===== src/rtl/mpfe_pkg.sv =====
// ----------------------------------------------------------------------------
// mpfe_pkg
// Shared geometry constants, item kinds and the control/status words that
// pass between the controller and the datapath of the frame store engine.
// ----------------------------------------------------------------------------
package mpfe_pkg;

  localparam int DISPLAY_WIDTH  = 128;
  localparam int DISPLAY_HEIGHT = 64;
  localparam int GLYPH_COLUMNS  = 5;
  localparam int GLYPH_ROWS     = 7;

  localparam int PAGE_COUNT  = (DISPLAY_HEIGHT + 7) / 8;
  localparam int STORE_BYTES = DISPLAY_WIDTH * PAGE_COUNT;
  localparam int ADDR_W      = $clog2(STORE_BYTES);

  localparam int GLYPH_W = 35;
  localparam int POS_W   = $clog2(GLYPH_W);
  localparam int COL_W   = (GLYPH_COLUMNS > 1) ? $clog2(GLYPH_COLUMNS) : 1;

  typedef enum logic [1:0] {
    KIND_PIXEL = 2'd0,
    KIND_GLYPH = 2'd1,
    KIND_CLEAR = 2'd2,
    KIND_READ  = 2'd3
  } kind_e;

  typedef struct packed {
    logic load;        // capture the accepted word
    logic issue;       // run one column/page pass of a draw
    logic clr_en;      // write zero at the sweep address
    logic rd_issue;    // start a store read
    logic rd_capture;  // move read data into the output register
  } dp_cmd_t;

  typedef struct packed {
    logic last_pass;
    logic clr_last;
    logic out_free;
  } dp_status_t;

endpackage


===== src/rtl/mpfe_ctrl.sv =====
// ----------------------------------------------------------------------------
// mpfe_ctrl
// Sequencer for the frame store engine: accepts one word at a time and
// steps the datapath through draw passes, clear sweeps and reads.
// ----------------------------------------------------------------------------
module mpfe_ctrl (
  input  logic                 clk_i,
  input  logic                 rst_ni,
  input  logic                 in_valid_i,
  input  logic [1:0]           kind_i,
  output logic                 in_stall_o,
  output mpfe_pkg::dp_cmd_t    cmd_o,
  input  mpfe_pkg::dp_status_t status_i
);
  import mpfe_pkg::*;

  typedef enum logic [4:0] {
    ST_CLEAR = 5'b00001,
    ST_IDLE  = 5'b00010,
    ST_DRAW  = 5'b00100,
    ST_READ  = 5'b01000,
    ST_RESP  = 5'b10000
  } state_e;

  state_e state_q, state_d;
  logic   accept;

  assign in_stall_o = (state_q != ST_IDLE);
  assign accept     = in_valid_i && (state_q == ST_IDLE);

  always_comb begin
    state_d = state_q;
    cmd_o   = '0;
    case (state_q)
      ST_CLEAR: begin
        cmd_o.clr_en = 1'b1;
        if (status_i.clr_last) begin
          state_d = ST_IDLE;
        end
      end
      ST_IDLE: begin
        if (accept) begin
          cmd_o.load = 1'b1;
          case (kind_e'(kind_i))
            KIND_PIXEL: state_d = ST_DRAW;
            KIND_GLYPH: state_d = ST_DRAW;
            KIND_CLEAR: state_d = ST_CLEAR;
            KIND_READ:  state_d = ST_READ;
            default:    state_d = ST_IDLE;
          endcase
        end
      end
      ST_DRAW: begin
        cmd_o.issue = 1'b1;
        if (status_i.last_pass) begin
          state_d = ST_IDLE;
        end
      end
      ST_READ: begin
        cmd_o.rd_issue = 1'b1;
        state_d        = ST_RESP;
      end
      ST_RESP: begin
        // hold until the output word slot frees up
        if (status_i.out_free) begin
          cmd_o.rd_capture = 1'b1;
          state_d          = ST_IDLE;
        end
      end
      default: begin
        state_d = ST_IDLE;
      end
    endcase
  end

  always_ff @(posedge clk_i or negedge rst_ni) begin
    if (!rst_ni) begin
      state_q <= ST_CLEAR;
    end else begin
      state_q <= state_d;
    end
  end

endmodule


===== config.mk =====
export PLATFORM = sky130hd
export DESIGN_NAME = mpfe_ctrl
export DESIGN_NICKNAME = d
export VERILOG_FILES = /design/src/rtl/mpfe_pkg.sv /design/src/rtl/mpfe_ctrl.sv
export SDC_FILE = /design/constraint.sdc
export NUM_CORES = 1
export LEC_CHECK = 0
export BUFFER_PORTS_ARGS = -buffer_cell sky130_fd_sc_hd__clkbuf_2
export CORE_AREA = 2 2 39 41
export DETAILED_ROUTE_END_ITERATION = 8
export DIE_AREA = 0 0 41 43
export PLACE_DENSITY = 0.44
export SYNTH_ARGS = -nofsm -noshare
export SYNTH_HDL_FRONTEND = slang
export SYNTH_SLANG_ARGS = --single-unit
export TNS_END_PERCENT = 100

===== constraint.sdc =====
create_clock -name clk_i -period 1.9 [get_ports clk_i]
set_input_delay 0.095 -clock clk_i [delete_from_list [all_inputs] [get_ports clk_i]]
set_output_delay 0.095 -clock clk_i [all_outputs]
set_load 0.05 [all_outputs]

==> results.tsv <==
metric	value	unit
gp_congestion	0.729	
grt_pass1_vias	345	
drt_iter0_drc	2	
largest_register_ffs	5	
leakagePower	0.211	nW
fp.dieW	41	um
route.detailed.drc	0	
synth_fp_nets	40	
std_cell_rows	14	
fin_area	469	um^2
syn_area_per_cell	10.3	um^2
slew_headroom	0.797	
swShare	0.473	
drt.antenna.violating_nets	0	
rsz0062_at_grt	false	
yosys_warnings	0	
track_usage	0.124	
power_frac_seq	0.296	
p_int	0.000314	W
viasPerCell	4.73	
tightest_slew	300	ps
antenna_found_initial	0	
power.density	1270	nW/um^2
ys_seq_area_frac	0.383	
cts.path.max_buffers	2	
numCtsBuffers	3	
placed_area	433	um^2
cp.arrival	1630	ps
p_switching	0.000283	W
slew_violations	0	
ys_types	23	
cts_setup_buffers	0	
worstPathBufferInverterCount	1	
synth_fa_ha_area_frac	0	
finalSetupViolCount	0	
synth_seq_cells	5	
synthSimpleGateAreaFrac	0.436	
cts_tree	yes	
endpoint_kind	primary output	
clk_pin_slew	40	ps
crit_type	register to primary output	
vdd_drop_max	645	uV
synth-compound-area-share	0.159	
num_vias	317	
routed_wl	759	um
area_delta_synth_final	42.0	%
start_util	0.239	
synth_flop_cell	dfrtp_1	
tns	0	ps
die_area	1760	um^2
p_clk_frac	0.201	
grt_overflow	0	
io_pins	14	
combPwrFrac	0.502	
fin_crit	1730	ps
dp_hpwl	643	um
path_cells	or3_1 > nor3b_2 > clkbuf_2	
synthArstFlopShare	1.00	
synth_top_family_by_area	simple AND/OR/NAND/NOR gates	
clock_latency	240	ps
dr.pass1.iters	2	
fin_nets	60	
grt_max_degree	8	
syn-instance-count	32	
drive_gt1_frac	0.451	
status	completed	
synth_edf_count	0	
required	1800	ps
cts.root.buffer_cell	clkbuf_4	
crit_path_start_kind	register	
finClkSkew	2.76	ps
crit_family	simple AND/OR/NAND/NOR gates	
min_path_type	input port to register	
numPortBuffers	13	
core	1380	um^2
wl_per_cell	11.3	um
cts_sinks	5	
htreeDepth	1	
finalHoldViolCount	0	
finalCritPeriodShare	0.910	
slowest_delay	460	ps
fmax	578	MHz
die_h	43	um
regMostFlops	state_q	
syn-cell-area	330	um^2
slowest_stage	or3_1	
grt_pass1_wl	1470	um
reg_top3	state_q (5)	
muxShareOfSynthArea	0	
synthXorXnorAreaFrac	0	
max_cap_viol_count	0	
fillCellCount	146	
cp_max_fo	6	
finalHoldWorstSlack	22.3	ps
antennaDiodeCount	0	
==> final timing paths <==
| check | from | endpoint | slack [ps] | cells past startpoint |
|---|---|---|---|---|
| hold / removal | kind_i[0] | state_q[0] | 20 | 2 |
| max in group asynchronous | rst_ni | state_q[0] | 1480 | 2 |
| hold reg to reg | state_q[1] | state_q[4] | 580 | 1 |
| min in group asynchronous | rst_ni | state_q[4] | 200 | 2 |
| setup / recovery | state_q[1] | cmd_o[3] | 170 | 3 |
| setup reg to reg | state_q[4] | state_q[1] | 420 | 3 |
==> cells in the mapped netlist (all sizes together) (2+ instances only) <==
cell type | n | area [um^2]
and3 | 2 | 12.5
dfrtp | 4 | 100
inv | 2 | 7.51
nand2 | 2 | 7.51
nor2 | 2 | 7.51
nor3 | 3 | 15.0
nor4b | 2 | 32.5
==> metrics by stage <==
step                      power, W  utilization  std cells  setup WS, ps
after detailed placement  0.000480        0.313         62           396
after floorplan           0.000399            -         32           196
after global routing      0.000651        0.339         67          71.9
final                     0.000597        0.339         67           171
after global placement    0.000479        0.313         62           427
after CTS                 0.000609        0.339         67           154
==> timing repair <==
action | CTS | global route
resized for setup | 0 | 0
endpoints found under the hold margin | 5 | 0
hold buffers | 1 | 0
==> worst register-to-register path, cell delays in order, from the launching register on <==
cell and delay, ps:
dfrtp_1 480, or3b_1 420, a2111oi_4 340, o41ai_1 110
==> cells in the final DEF (no fill, tap or decap), types with 2 or more instances in the layout <==
| cell | count |
|---|---|
| clkbuf_2 | 13 |
| dfrtp_1 | 4 |
| clkbuf_4 | 3 |
| nor3_1 | 2 |
| inv_1 | 2 |
| nor2_1 | 2 |
| nand2_1 | 2 |
| and3_1 | 2 |
==> layout make-up <==
type | count | area (um^2) | share of cell area
clock buffer | 4 | 26.3 | 0.0560
inverter | 2 | 7.51 | 0.0160
multi-input combinational | 25 | 206 | 0.440
timing repair buffer | 15 | 82.6 | 0.176
tap | 16 | 20.0 | 0.0427
sequential | 5 | 126 | 0.269
==> kinds of logic (layout without fill, tap and decap cells) <==
group / Yosys count / in the layout
AOI/OAI and AO/OA: 4 / 4
buffers and inverters: 2 / 21
DFF: 5 / 5
and+or+nand+nor: 21 / 21
==> per-layer routing <==
| metal | vias up | global-route usage | share of wire |
|---|---|---|---|
| li1 | 160 | - | - |
| met1 | 149 | 0.146 | 0.41 |
| met2 | 8 | 0.178 | 0.55 |
| met3 | 0 | 0.0628 | 0.046 |
| met4 | 0 | 0.0600 | 0 |
| met5 | - | 0 | 0 |
==> power groups by stage <==
stage          Combinational (W)  Sequential, W  Clock, W
2_1_floorplan           0.000231       0.000168         0
5_1_grt                 0.000324       0.000185  0.000142
4_1_cts                 0.000304       0.000178  0.000127
6_report                0.000300       0.000177  0.000120
3_5_place_dp            0.000301       0.000179         0
3_3_place_gp            0.000301       0.000178         0
No activity file was read; power rests on OpenSTA's default activity.
